$ cat config.mk
export PLATFORM = sky130hd
export DESIGN_NAME = apt3_sat_flat
export DESIGN_NICKNAME = d
export VERILOG_FILES = /design/src/design/apt3_pkg.sv /design/src/design/apt3_if.sv /design/src/design/apt3_sat.sv /design/src/flat_wrapper.sv
export SDC_FILE = /design/constraint.sdc
export NUM_CORES = 1
export LEC_CHECK = 0
export BUFFER_PORTS_ARGS = -buffer_cell sky130_fd_sc_hd__buf_2
export CORE_MARGIN = 4
export CORE_UTILIZATION = 45
export DETAILED_ROUTE_END_ITERATION = 10
export PLACE_DENSITY = 0.92
export SYNTH_ARGS = -nofsm -noshare
export SYNTH_HDL_FRONTEND = slang
export SYNTH_SLANG_ARGS = --single-unit
export TNS_END_PERCENT = 30
$ cat constraint.sdc
create_clock -name clock -period 5.4 [get_ports clock]
set_clock_uncertainty 0.1 [all_clocks]
set_input_delay 1.08 -clock clock [delete_from_list [all_inputs] [get_ports clock]]
set_output_delay 1.08 -clock clock [all_outputs]
set_load 0.01 [all_outputs]
$ cat src/design/apt3_pkg.sv
// ----------------------------------------------------------------------------
// apt3_pkg
// Shared types and constants for the 3D affine point transform: fixed point
// widths, transform form codes, register indexes and pipeline payloads.
// ----------------------------------------------------------------------------
package apt3_pkg;

   // fixed point widths
   localparam int unsigned AXES        = 3;
   localparam int unsigned COORD_W     = 32;  // Q16.16
   localparam int unsigned COEFF_W     = 21;  // Q5.16
   localparam int unsigned FRAC_W      = 16;
   localparam int unsigned PROD_W      = COORD_W + COEFF_W;   // exact Q21.32
   localparam int unsigned ACC_W       = 56;                  // sum of three products and offset
   localparam int unsigned ROUND_W     = ACC_W - FRAC_W;      // rounded Q.16 before clamp
   localparam int unsigned ROW_W       = AXES * COEFF_W;
   localparam int unsigned CSR_INDEX_W = 3;
   localparam int unsigned CSR_DATA_W  = 64;

   typedef logic signed [COORD_W-1:0] coord_type;
   typedef logic signed [COEFF_W-1:0] coeff_type;
   typedef logic signed [PROD_W-1:0]  prod_type;
   typedef logic signed [ACC_W-1:0]   acc_type;
   typedef logic signed [ROUND_W-1:0] round_type;

   // 1.0 in Q5.16
   localparam coeff_type COEFF_ONE = 21'sd65536;
   // one half LSB of the Q.16 result, placed below the offset
   localparam logic [FRAC_W-1:0] ROUND_HALF = 16'h8000;

   typedef enum logic [1:0] {
      FORM_IDENTITY  = 2'd0,
      FORM_TRANSLATE = 2'd1,
      FORM_SCALE     = 2'd2,
      FORM_AFFINE    = 2'd3
   } form_type;

   typedef enum logic [CSR_INDEX_W-1:0] {
      REG_FORM     = 3'd0,
      REG_ROW_X    = 3'd1,
      REG_ROW_Y    = 3'd2,
      REG_ROW_Z    = 3'd3,
      REG_OFFSET_X = 3'd4,
      REG_OFFSET_Y = 3'd5,
      REG_OFFSET_Z = 3'd6
   } reg_index_type;

   // effective transform seen by the datapath: [row][column] coefficients
   typedef struct packed {
      logic [AXES-1:0][AXES-1:0][COEFF_W-1:0] coeff;
      logic [AXES-1:0][COORD_W-1:0]           offset;
   } xform_type;

   // multiplier stage payload
   typedef struct packed {
      logic [AXES-1:0][AXES-1:0][PROD_W-1:0] prod;
      logic [AXES-1:0][ACC_W-1:0]            bias;
   } mul_data_type;

   // partial sum stage payload
   typedef struct packed {
      logic [AXES-1:0][ACC_W-1:0] part_a;
      logic [AXES-1:0][ACC_W-1:0] part_b;
   } part_data_type;

   // rounded stage payload
   typedef struct packed {
      logic [AXES-1:0][ROUND_W-1:0] value;
   } round_data_type;

endpackage

$ cat src/design/apt3_if.sv


interface apt3_rsp_if;
   import apt3_pkg::*;
   logic      valid;
   logic      ready;
   coord_type out_x;
   coord_type out_y;
   coord_type out_z;
   logic      saturated;
   modport source (output valid, output out_x, output out_y, output out_z,
                   output saturated, input ready);
   modport sink   (input valid, input out_x, input out_y, input out_z,
                   input saturated, output ready);
endinterface


$ cat src/design/apt3_sat.sv
// ----------------------------------------------------------------------------
// apt3_sat
// Last pipeline stage: clamps each rounded coordinate to 32 bits, flags any
// clamping and holds the result in the response register.
// ----------------------------------------------------------------------------
module apt3_sat (
   input  logic                     clock,
   input  logic                     reset,
   input  logic                     in_valid,
   output logic                     in_ready,
   input  apt3_pkg::round_data_type in_data,
   apt3_rsp_if.source               rsp_chan
);
   import apt3_pkg::*;

   localparam logic [COORD_W-1:0] SAT_HI = {1'b0, {(COORD_W-1){1'b1}}};
   localparam logic [COORD_W-1:0] SAT_LO = {1'b1, {(COORD_W-1){1'b0}}};

   logic                         valid_ff;
   logic                         load;
   logic [AXES-1:0][COORD_W-1:0] coord_ff, coord_in;
   logic                         sat_ff, sat_in;
   logic [AXES-1:0]              over;

   assign load     = !valid_ff || rsp_chan.ready;
   assign in_ready = load;

   // clamp: out of range when the bits above the 32-bit sign disagree
   always_comb begin
      for (int r = 0; r < AXES; r++) begin
         over[r] = !((&in_data.value[r][ROUND_W-1:COORD_W-1]) ||
                     !(|in_data.value[r][ROUND_W-1:COORD_W-1]));
         if (over[r]) begin
            coord_in[r] = in_data.value[r][ROUND_W-1] ? SAT_LO : SAT_HI;
         end else begin
            coord_in[r] = in_data.value[r][COORD_W-1:0];
         end
      end
      sat_in = |over;
   end

   always_ff @(posedge clock) begin
      if (reset) begin
         valid_ff <= 1'b0;
      end else if (load) begin
         valid_ff <= in_valid;
      end
   end

   always_ff @(posedge clock) begin
      if (load && in_valid) begin
         coord_ff <= coord_in;
         sat_ff   <= sat_in;
      end
   end

   assign rsp_chan.valid     = valid_ff;
   assign rsp_chan.out_x     = coord_ff[0];
   assign rsp_chan.out_y     = coord_ff[1];
   assign rsp_chan.out_z     = coord_ff[2];
   assign rsp_chan.saturated = sat_ff;

endmodule
$ cat src/flat_wrapper.sv
// flat-port wrapper written by rule: the top's interface ports become plain ports
module apt3_sat_flat import apt3_pkg::*;
  (clock, reset, in_valid, in_ready, in_data, rsp_chan_valid, rsp_chan_out_x, rsp_chan_out_y, rsp_chan_out_z, rsp_chan_saturated, rsp_chan_ready);
  apt3_rsp_if rsp_chan_i ();
  input  logic clock;
  input  logic reset;
  input  logic in_valid;
  output logic in_ready;
  input  apt3_pkg::round_data_type in_data;
  output wire logic [$bits(rsp_chan_i.valid)-1:0] rsp_chan_valid;
  output wire logic [$bits(rsp_chan_i.out_x)-1:0] rsp_chan_out_x;
  output wire logic [$bits(rsp_chan_i.out_y)-1:0] rsp_chan_out_y;
  output wire logic [$bits(rsp_chan_i.out_z)-1:0] rsp_chan_out_z;
  output wire logic [$bits(rsp_chan_i.saturated)-1:0] rsp_chan_saturated;
  input wire logic [$bits(rsp_chan_i.ready)-1:0] rsp_chan_ready;
  assign rsp_chan_valid = rsp_chan_i.valid;
  assign rsp_chan_out_x = rsp_chan_i.out_x;
  assign rsp_chan_out_y = rsp_chan_i.out_y;
  assign rsp_chan_out_z = rsp_chan_i.out_z;
  assign rsp_chan_saturated = rsp_chan_i.saturated;
  assign rsp_chan_i.ready = rsp_chan_ready;
  apt3_sat u_core (.clock(clock), .reset(reset), .in_valid(in_valid), .in_ready(in_ready), .in_data(in_data), .rsp_chan(rsp_chan_i));
endmodule
==> metrics.md <==
| Metric | Value |
|---|---|
| # DRC | `0` |
| # resized after CTS | `0` |
| Worst R2R End | `u_core.rsp_chan.out_z[21]` |
| Number of cell rows | `34` |
| Total Negative Setup Slacks | `0 ps` |
| Drt first-iter violations | `89` |
| CORE AREA | `8680 µm²` |
| Synth Area in Simple Gates | `0.0365` |
| DP Wirelength | `7.12 mm` |
| WL per Instance | `17.0 µm` |
| Mux share of post-synthesis cell area | `0` |
| Placer congestion estimate | `between 0.7 and 0.8` |
| Share of cells above drive strength 1 | `0.563` |
| Power Density | `299 nW/µm²` |
| P&R area growth vs syn | `33.4%` |
| Fin crit share | `0.493` |
| Synth area leaders | `edfxtp_1 (73%), a21o_1 (17%), buf_6 (2.5%), nor4_2 (1.9%), nand4_1 (0.94%)` |
| Final Slew Violations | `0` |
| Flops & latches, synth | `98` |
| Cells after DPL | `552` |
| Slowest CP cell | `nand2b_1` |
| Warnings, synthesis | `0` |
| GRT overflow | `0` |
| Chip height | `102 µm` |
| Worst min path class | `flip-flop to flip-flop` |
| Main combinational cell family by area after synthesis | `compound AO/OA/AOI/OAI gates` |
| Tightest Pin Transition | `1180 ps` |
| Slew HR | `0.215` |
| Clock Pin Slew Worst Setup and Hold Paths | `100 ps` |
| Mapped Cells | `roughly 240` |
| Register-to-register setup slack | `about 3300 ps` |
| Initial antenna violation count | `0` |
| Power, Total | `between 1.5 and 2 mW` |
| Fin area | `5350 µm²` |
| Die Span X | `102 µm` |
| IO Port Bufs | `222` |
| Clock network power share | `0.304` |
| RR Startpoint | `u_core.rsp_chan.valid` |
| CP max stage delay | `160 ps` |
| Total CTS buffers | `9` |
| Synth cell count leaders | `edfxtp_1 (97), a21o_1 (91), buf_6 (9)` |
| Total global routing track utilization | `0.170` |
| Post-synth EDFFs | `97` |
| First-pass GRT wire length | `13.5 mm` |
| Yosys top cell area share | `0.727` |
| Register area | `2930 µm²` |
| Largest net degree at the start of global routing | `71` |
| CP most frequent cell | `buf_2` |
| Sequential share of power | `0.567` |
| LEAKAGE | `2.49 nW` |
| Nets@finish | `579` |
| RSZ-0062 raised after global routing | `false` |
| Endpoints failing setup | `0` |
| Peak VDD IR | `175 µV` |
| Xor/xnor share of the synthesized area | `0` |
| Achievable Freq | `375 MHz` |
| Tmin final | `between 2000 and 3000 ps` |
| Hold buffer count at CTS | `0` |
| Synth Flop Type | `edfxtp_1` |
| Crit Path Max Fanout | `3` |
| DRT Pass-1 Iters | `6` |
| Placement Cell Area | `5130 µm²` |
| Syn avg cell area | `between 15 and 20 µm²` |
| Run status | `finished clean` |
| Cell accounting for the most synthesized area | `edfxtp_1` |
| Sw Pwr | `0.387 mW` |
| Final ANT Viol Nets | `0` |
| Filler Cell Count | `673` |
| Synth Area in Compound Gates | `0.189` |
| Non-filler instance count after layout | `568` |
| H-tree Lvls | `3` |
| Post-CTS Setup Bufs | `0` |
| Final wirelength | `9.64 mm` |
| Vias | `between 2000 and 3000` |
| Count leader, synth | `edfxtp_1` |
| Syn_nets | `361` |
| Clk sinks | `98` |
| Yosys cell types | `18` |
| Combinational group share of total power | `0.130` |
| I/O Pins | `around 220` |
| Arrival @ worst endpoint | `roughly 1500 ps` |
| HP Start | `u_core.rsp_chan.valid` |
| WHS Endpoint | `u_core.rsp_chan.valid` |
| CTS tree | `built` |
| Setup CP Type | `primary input to output pin` |
| Sw frac | `0.242` |
| Synth Area in Adders | `0` |
| Die Area | `10500 µm²` |
| Worst setup EP type | `output pin` |
| Max Cap Viol | `0` |
| Drt via density | `5.12` |
| Internal | `approximately 1.2 mW` |
| Asr flop ratio synth | `0` |
| Startpoint types | `primary input` |
| Crit path cell chain | `buf_2 -> nand2b_1 -> buf_2` |
| Clk buf depth | `2` |
| Cell Area, Synth | `4010 µm²` |
| Worst EP required | `roughly 4200 ps` |
| CTS root buf | `clkbuf_8` |
| Hold Crit Depth | `2` |
| Initial core utilization | `0.462` |
| Vias in the first global route | `approximately 2900` |
| Seq/Total Area, Yosys | `0.732` |
| Clock latency at the later pin of the worst-skew pair | `350 ps` |
| ANT cells | `0` |
| Final Hold Viols | `0` |
| Multi-input gate area | `907 µm²` |
| Path depth of the worst reg2reg path | `3` |
-- kinds of logic after synthesis --
logic type,after synthesis
simple gates,17
flops,98
compound gates,100
buf+inv,22
-- worst max-delay path, delay by kind of cell --
kind	cells	cell delay, ps
buffers and inverters	2	240
and+or+nand+nor	1	160
-- through the flow --
stage               worst slack [ps]  utilization  hold WS [ps]
detailed placement              2400        0.592           437
global placement                2500        0.592           396
floorplan                       1290            -           493
CTS                             2730        0.616           453
finish                          2740        0.616           447
global route                    2680        0.616           490
-- power groups by stage --
stage	combinational, mW	clock (mW)	sequential, mW
floorplan	0.0787	0	0.951
global placement	0.199	0	0.921
detailed placement	0.208	0	0.923
CTS	0.209	0.501	0.906
global route	0.224	0.541	0.909
finish	0.207	0.485	0.905
-- placed cells by master (no fill, tap or decap) --
master,synthesis,final
nand2b_1,1,1
a21o_2,2,2
inv_8,0,2
nor2b_1,2,2
a21o_1,91,91
a21oi_2,3,3
edfxtp_1,97,97
and2_4,0,1
buf_4,3,6
clkinvlp_4,0,1
dfxtp_1,1,1
nor4_2,6,6
inv_1,1,1
buf_2,6,222
clkinv_4,0,3
clkbuf_8,0,9
nand4b_1,1,1
a21oi_1,1,1
bufinv_16,0,1
nand4_1,6,6
o21ai_2,3,3
-- flip-flops by register name, indices dropped and copies added (netlist names) --
signal	count
u_core.rsp_chan.saturated	1
u_core.rsp_chan.out_z	32
u_core.rsp_chan.out_x	32
u_core.rsp_chan.out_y	32
u_core.rsp_chan.valid	1
-- how the worst max path moves through the flow --
stage                                      to  slack (ps)           start
floorplan            u_core.rsp_chan.out_x[0]        1290  rsp_chan_ready
global placement    u_core.rsp_chan.out_z[22]        2500  rsp_chan_ready
detailed placement  u_core.rsp_chan.out_z[21]        2400  rsp_chan_ready
CTS                                  in_ready        2730  rsp_chan_ready
global route        u_core.rsp_chan.out_y[28]        2680  rsp_chan_ready
finish                               in_ready        2740  rsp_chan_ready
-- final cells by class --
class / instances / share of cell area
Sequential cell: 98 / 0.549
Timing Repair Buffer: 228 / 0.216
Multi-Input combinational cell: 117 / 0.170
Tap cell: 108 / 0.0253
Clock buffer: 9 / 0.0232
Clock inverter: 7 / 0.0162
Inverter: 1 / 0.000702
-- routing by layer --
layer	up-vias	track usage	part of all wire
li1	1356	-	-
met1	1394	0.184	0.36
met2	150	0.312	0.53
met3	7	0.0648	0.11
met4	0	0.0424	0.0067
met5	-	0	0
(Power assumes the default switching activity.)
