==> src/design/apt3_pkg.sv <==
// ----------------------------------------------------------------------------
// apt3_pkg
// Shared types and constants for the 3D affine point transform: fixed point
// widths, transform form codes, register indexes and pipeline payloads.
// ----------------------------------------------------------------------------
package apt3_pkg;

   // fixed point widths
   localparam int unsigned AXES        = 3;
   localparam int unsigned COORD_W     = 32;  // Q16.16
   localparam int unsigned COEFF_W     = 21;  // Q5.16
   localparam int unsigned FRAC_W      = 16;
   localparam int unsigned PROD_W      = COORD_W + COEFF_W;   // exact Q21.32
   localparam int unsigned ACC_W       = 56;                  // sum of three products and offset
   localparam int unsigned ROUND_W     = ACC_W - FRAC_W;      // rounded Q.16 before clamp
   localparam int unsigned ROW_W       = AXES * COEFF_W;
   localparam int unsigned CSR_INDEX_W = 3;
   localparam int unsigned CSR_DATA_W  = 64;

   typedef logic signed [COORD_W-1:0] coord_type;
   typedef logic signed [COEFF_W-1:0] coeff_type;
   typedef logic signed [PROD_W-1:0]  prod_type;
   typedef logic signed [ACC_W-1:0]   acc_type;
   typedef logic signed [ROUND_W-1:0] round_type;

   // 1.0 in Q5.16
   localparam coeff_type COEFF_ONE = 21'sd65536;
   // one half LSB of the Q.16 result, placed below the offset
   localparam logic [FRAC_W-1:0] ROUND_HALF = 16'h8000;

   typedef enum logic [1:0] {
      FORM_IDENTITY  = 2'd0,
      FORM_TRANSLATE = 2'd1,
      FORM_SCALE     = 2'd2,
      FORM_AFFINE    = 2'd3
   } form_type;

   typedef enum logic [CSR_INDEX_W-1:0] {
      REG_FORM     = 3'd0,
      REG_ROW_X    = 3'd1,
      REG_ROW_Y    = 3'd2,
      REG_ROW_Z    = 3'd3,
      REG_OFFSET_X = 3'd4,
      REG_OFFSET_Y = 3'd5,
      REG_OFFSET_Z = 3'd6
   } reg_index_type;

   // effective transform seen by the datapath: [row][column] coefficients
   typedef struct packed {
      logic [AXES-1:0][AXES-1:0][COEFF_W-1:0] coeff;
      logic [AXES-1:0][COORD_W-1:0]           offset;
   } xform_type;

   // multiplier stage payload
   typedef struct packed {
      logic [AXES-1:0][AXES-1:0][PROD_W-1:0] prod;
      logic [AXES-1:0][ACC_W-1:0]            bias;
   } mul_data_type;

   // partial sum stage payload
   typedef struct packed {
      logic [AXES-1:0][ACC_W-1:0] part_a;
      logic [AXES-1:0][ACC_W-1:0] part_b;
   } part_data_type;

   // rounded stage payload
   typedef struct packed {
      logic [AXES-1:0][ROUND_W-1:0] value;
   } round_data_type;

endpackage

==> src/design/apt3_if.sv <==


interface apt3_csr_if;
   import apt3_pkg::*;
   logic                   valid;
   logic                   ready;
   logic [CSR_INDEX_W-1:0] reg_index;
   logic [CSR_DATA_W-1:0]  wdata;
   modport source (output valid, output reg_index, output wdata, input ready);
   modport sink   (input valid, input reg_index, input wdata, output ready);
endinterface

==> src/design/apt3_csr.sv <==
// ----------------------------------------------------------------------------
// apt3_csr
// Configuration registers and decode of the form into the effective
// coefficient matrix and offsets used by the datapath.
// ----------------------------------------------------------------------------
module apt3_csr (
   input  logic                clock,
   input  logic                reset,
   apt3_csr_if.sink            csr_chan,
   output apt3_pkg::xform_type xform
);
   import apt3_pkg::*;

   form_type                     form_ff, form_in;
   logic [AXES-1:0][ROW_W-1:0]   row_ff, row_in;
   logic [AXES-1:0][COORD_W-1:0] offset_ff, offset_in;

   assign csr_chan.ready = 1'b1;

   // register write decode
   always_comb begin
      form_in   = form_ff;
      row_in    = row_ff;
      offset_in = offset_ff;
      if (csr_chan.valid) begin
         unique case (csr_chan.reg_index)
            REG_FORM:     form_in      = form_type'(csr_chan.wdata[1:0]);
            REG_ROW_X:    row_in[0]    = csr_chan.wdata[ROW_W-1:0];
            REG_ROW_Y:    row_in[1]    = csr_chan.wdata[ROW_W-1:0];
            REG_ROW_Z:    row_in[2]    = csr_chan.wdata[ROW_W-1:0];
            REG_OFFSET_X: offset_in[0] = csr_chan.wdata[COORD_W-1:0];
            REG_OFFSET_Y: offset_in[1] = csr_chan.wdata[COORD_W-1:0];
            REG_OFFSET_Z: offset_in[2] = csr_chan.wdata[COORD_W-1:0];
            default: ;
         endcase
      end
   end

   // register file, reset to the identity matrix
   always_ff @(posedge clock) begin
      if (reset) begin
         form_ff <= FORM_IDENTITY;
         for (int r = 0; r < AXES; r++) begin
            row_ff[r]    <= ROW_W'(unsigned'(COEFF_ONE)) << (COEFF_W * r);
            offset_ff[r] <= '0;
         end
      end else begin
         form_ff   <= form_in;
         row_ff    <= row_in;
         offset_ff <= offset_in;
      end
   end

   // effective transform: identity and translation use a unit diagonal,
   // scale keeps only the diagonal, identity drops the offsets
   always_comb begin
      for (int r = 0; r < AXES; r++) begin
         for (int c = 0; c < AXES; c++) begin
            unique case (form_ff)
               FORM_IDENTITY, FORM_TRANSLATE:
                  xform.coeff[r][c] = (r == c) ? COEFF_ONE : '0;
               FORM_SCALE:
                  xform.coeff[r][c] = (r == c) ? row_ff[r][c*COEFF_W +: COEFF_W] : '0;
               FORM_AFFINE:
                  xform.coeff[r][c] = row_ff[r][c*COEFF_W +: COEFF_W];
               default:
                  xform.coeff[r][c] = '0;
            endcase
         end
         xform.offset[r] = (form_ff == FORM_IDENTITY) ? '0 : offset_ff[r];
      end
   end

endmodule

==> src/flat_wrapper.sv <==
// flat-port wrapper written by rule: the top's interface ports become plain ports
module apt3_csr_flat import apt3_pkg::*;
  (clock, reset, xform, csr_chan_valid, csr_chan_reg_index, csr_chan_wdata, csr_chan_ready);
  apt3_csr_if csr_chan_i ();
  input  logic clock;
  input  logic reset;
  output apt3_pkg::xform_type xform;
  input wire logic [$bits(csr_chan_i.valid)-1:0] csr_chan_valid;
  input wire logic [$bits(csr_chan_i.reg_index)-1:0] csr_chan_reg_index;
  input wire logic [$bits(csr_chan_i.wdata)-1:0] csr_chan_wdata;
  output wire logic [$bits(csr_chan_i.ready)-1:0] csr_chan_ready;
  assign csr_chan_i.valid = csr_chan_valid;
  assign csr_chan_i.reg_index = csr_chan_reg_index;
  assign csr_chan_i.wdata = csr_chan_wdata;
  assign csr_chan_ready = csr_chan_i.ready;
  apt3_csr u_core (.clock(clock), .reset(reset), .csr_chan(csr_chan_i), .xform(xform));
endmodule
==> config.mk <==
export PLATFORM = sky130hd
export DESIGN_NAME = apt3_csr_flat
export DESIGN_NICKNAME = d
export VERILOG_FILES = /design/src/design/apt3_pkg.sv /design/src/design/apt3_if.sv /design/src/design/apt3_csr.sv /design/src/flat_wrapper.sv
export SDC_FILE = /design/constraint.sdc
export NUM_CORES = 1
export LEC_CHECK = 0
export ABC_CLOCK_PERIOD_IN_PS = 2900
export BUFFER_PORTS_ARGS = -buffer_cell sky130_fd_sc_hd__buf_2
export CORE_MARGIN = 2
export CORE_UTILIZATION = 30
export CTS_CLUSTER_SIZE = 40
export DETAILED_ROUTE_END_ITERATION = 7
export GPL_TIMING_DRIVEN = 0
export HOLD_SLACK_MARGIN = 0.03
export SLEW_MARGIN = 20
export SYNTH_ARGS = -nofsm -noshare
export SYNTH_HDL_FRONTEND = slang
export SYNTH_SLANG_ARGS = --single-unit
==> constraint.sdc <==
create_clock -name clock -period 2.9 [get_ports clock]
set_input_delay 0.29 -clock clock [delete_from_list [all_inputs] [get_ports clock]]
set_output_delay 0.29 -clock clock [all_outputs]
set_load 0.1 [all_outputs]
==> impl_metrics.py <==
metrics = {
    "synthesis": {
        "ys_ff_latch": 287,
        "netlist_area_sq_um": 13400,
        "yosysSeqAreaShare_pct": 43.0,
        "syn_nets": 1416,
        "postSynthAreaPerCell_sq_um": 9.93,
        "ys_warn_count": 0,
        "synth_top_cell_area_share_pct": 43.0,
        "yosysUniqueCellTypes": 19,
        "yosys.area.top_type": "dfxtp_1",
        "synth_area_leaders": "dfxtp_1, mux2i_1, nand2b_1",
        "syn_inst": 1346,
    },
    "drt": {
        "post_drt_wl_per_cell_um": 19.8,
        "wirelength_um": 46700,
        "drt-initial-drc-count": 375,
        "viasPerCell": 4.53,
        "postRouteAntennaNets": 0,
        "vias": 10700,
        "firstDrtPassIters": 4,
        "drc_errors": 0,
    },
    "pwr": {
        "swShare_pct": 24.0,
        "switchingPower_w": 0.00225,
        "comb_power_share_pct": 6.9,
        "powerDensity_nw_per_um2": 540,
        "ir_worst_vdd_uv": 355,
        "intPower_w": 0.00712,
        "p_leak_nw": 8.95,
        "p_clk_share_pct": 49.7,
        "share_seq_of_total_power_pct": 43.5,
    },
    "setup_path": {
        "crit-reg2reg-launch": "u_core.form_ff[0]",
        "r2r_cells": 4,
        "slowest_stage": "clkbuf_2",
        "critPathKind": "register to output pin",
        "regToRegSetupSlack_ns": 1.59,
        "critPathMaxFanout": 10,
        "cp_cell_sequence": "nor2_2, clkbuf_2, clkbuf_1, nor2b_1, buf_2",
        "cpPeakStageDelay_ns": 0.41,
        "crit_path_end_kind": "output pin",
        "cp.required_ns": 2.61,
        "r2r_end": "u_core.form_ff[0]",
        "crit_path_start_kind": "register",
        "worst-endpoint-arrival_ns": 2.47,
    },
    "floorplanning": {
        "die-area_sq_um": 46300,
        "die_h_um": 215,
        "ioPinCount": 356,
        "die_width_um": 215,
        "rows": 77,
        "coreArea_sq_um": 44100,
        "start_util_pct": 30.3,
    },
    "grt": {
        "grt_pass1_wl_um": 68600,
        "first_global_vias": 11000,
        "grt_max_degree": 13,
        "use_met3_pct": 5.27,
        "met2_usage_pct": 34.2,
        "grt.overflow.total": 0,
        "top_usage_layer": "met2",
        "grt_use_met1_pct": 24.0,
        "antenna_found_initial": 5,
        "grt.total_usage_pct": 19.7,
    },
    "finish": {
        "fill_cells": 4458,
        "design_area_sq_um": 17300,
        "register_area_sq_um": 5750,
        "drive_gt1_share_pct": 26.8,
        "areaGrowthSynthToFinish_pct": 29.7,
        "multi_input_area_sq_um": 6980,
        "nNetsFinal": 1807,
        "final_util_pct": 39.3,
    },
    "clocking": {
        "htreeDepth": 2,
        "cts_tree": "built",
        "cts_setup_buffers": 0,
        "clkTransAtPathRegs_ns": 0.06,
        "insertion_delay_ns": 0.55,
        "cts_sinks": 287,
        "cts_inserted_buffers": 35,
        "clk_path_buf_depth": 3,
        "cts_root_buffer": "clkbuf_16",
    },
    "min_path": {
        "hold_path_end": "u_core.row_ff[101]",
        "min_from": "csr_chan_wdata[38]",
        "holdCritPathClass": "input pin to register",
        "whs_path_depth": 3,
    },
    "sta": {
        "fin_crit_sh_pct": 95.3,
        "hold_viol": 0,
        "period_needed_ns": 2.76,
        "skew_ns": 0,
        "setup_viol": 0,
        "fmax_mhz": 362,
        "tightest_slew_ns": 0.780,
        "rsz0062_at_grt": "true",
        "slew_violations": 0,
        "slew_headroom_pct": 48.0,
        "holdWs_ns": 0.0598,
    },
    "run_status": {
        "outcome": "completed",
    },
    "placed_design": {
        "io_buffer_count": 352,
        "dp_hpwl_um": 34900,
        "place_area_sq_um": 15900,
        "routabilityCongestion": 0.823,
    },
    "run": {
        "max_cap_violations": 0,
    },
}
worst max-delay path by stage:
stage,start,to,slack (ns),cells after the start
after floorplan,u_core.form_ff[1],xform[43],0.52,4
after global placement,u_core.form_ff[1],xform[200],0.15,5
after detailed placement,u_core.form_ff[1],xform[200],0.14,5
after CTS,u_core.form_ff[1],xform[106],-0.002,5
after global routing,u_core.form_ff[1],xform[43],-0.02,5
final,u_core.form_ff[1],xform[43],0.14,5
what timing repair did:
item	CTS	global route
gates resized for setup	83	14
cloned	0	0
hold buffers	2	0
endpoints found under the setup margin	103	60
endpoints found under the hold margin	2	0
layer usage:
layer / routed length [um] / vias up / part of all wire, %
met3: 2590 / 63 / 5.5
li1: - / 5216 / -
met5: 52 / - / 0.11
met1: 20300 / 5138 / 43
met2: 22900 / 262 / 49
met4: 969 / 8 / 2.1
Yosys cell counts:
cell	count
nor2_2	1
buf_6	20
nor2_1	6
nand4bb_1	3
and2_1	60
clkbuf_2	1
buf_2	22
nand2b_1	350
and4bb_2	1
and3_1	126
and4b_1	3
mux2i_1	287
conb_1	1
dfxtp_1	287
nand4b_1	3
nor2b_1	96
buf_4	4
or4b_4	1
clkbuf_1	74
cells by family (layout without fill, tap and decap cells):
logic type,after synthesis,in the layout,share of synthesized area (%)
mux,287,287,21.5
buf+inv,121,538,4.85
flops,287,287,43.0
simple gates,650,650,30.7
other cells,1,3,0.0280
cells in the final DEF (no fill, tap or decap):
cell type | synthesis | final
buf_2 | 22 | 291
nor2_1 | 6 | 6
clkbuf_4 | 0 | 8
and2_1 | 60 | 60
nor2_2 | 1 | 1
nand4bb_1 | 3 | 3
and4b_1 | 3 | 3
dfxtp_1 | 287 | 287
diode_2 | 0 | 2
clkinv_8 | 0 | 1
clkbuf_1 | 74 | 67
or4b_4 | 1 | 1
buf_6 | 20 | 20
mux2i_1 | 287 | 287
clkbuf_16 | 0 | 36
clkinv_2 | 0 | 8
bufinv_16 | 0 | 4
and4bb_2 | 1 | 1
buf_4 | 4 | 79
clkinvlp_4 | 0 | 1
conb_1 | 1 | 1
nand4b_1 | 3 | 3
and3_1 | 126 | 126
nor2b_1 | 96 | 96
nand2b_1 | 350 | 350
clkbuf_8 | 0 | 8
clkbuf_2 | 1 | 12
dlygate4sd3_1 | 0 | 2
inv_6 | 0 | 1
worst max-delay path, delay by kind of cell (launching register included):
kind,cells,cell delay (ns)
flip-flops,1,0.32
buffers and inverters,3,1.09
AND/OR/NAND/NOR,2,0.50
stage by stage:
stage | setup WS (ns) | total power (W) | setup TNS, ns | std cells
after detailed placement | 0.136 | 0.00481 | 0 | 2290
after global routing | -0.0199 | 0.00970 | -0.0226 | 2355
after CTS | -0.00247 | 0.00949 | -0.00247 | 2355
after floorplan | 0.521 | 0.00456 | 0 | 1346
final | 0.137 | 0.00937 | 0 | 2357
after global placement | 0.147 | 0.00480 | 0 | 2290
power groups by stage:
stage	clock network [W]	logic [W]	registers, W
6_report	0.00465	0.000642	0.00407
3_3_place_gp	0	0.000644	0.00416
2_1_floorplan	0	0.000414	0.00414
4_1_cts	0.00476	0.000658	0.00407
5_1_grt	0.00492	0.000696	0.00408
3_5_place_dp	0	0.000653	0.00416
flip-flops by register name (all words and copies together), names as in the netlist:
| signal | flops |
|---|---|
| u_core.form_ff | 2 |
| u_core.offset_ff | 96 |
| u_core.row_ff | 189 |
area by class of cell:
cell class / instances / area share (%)
sequential: 287 / 33.1
buffer: 121 / 3.86
antenna: 2 / 0.0289
multi-input combinational: 938 / 40.2
clock buffer: 48 / 5.92
timing repair buffer: 354 / 11.4
tap: 592 / 4.27
clock inverter: 15 / 1.11
(Power assumes the default switching activity.)
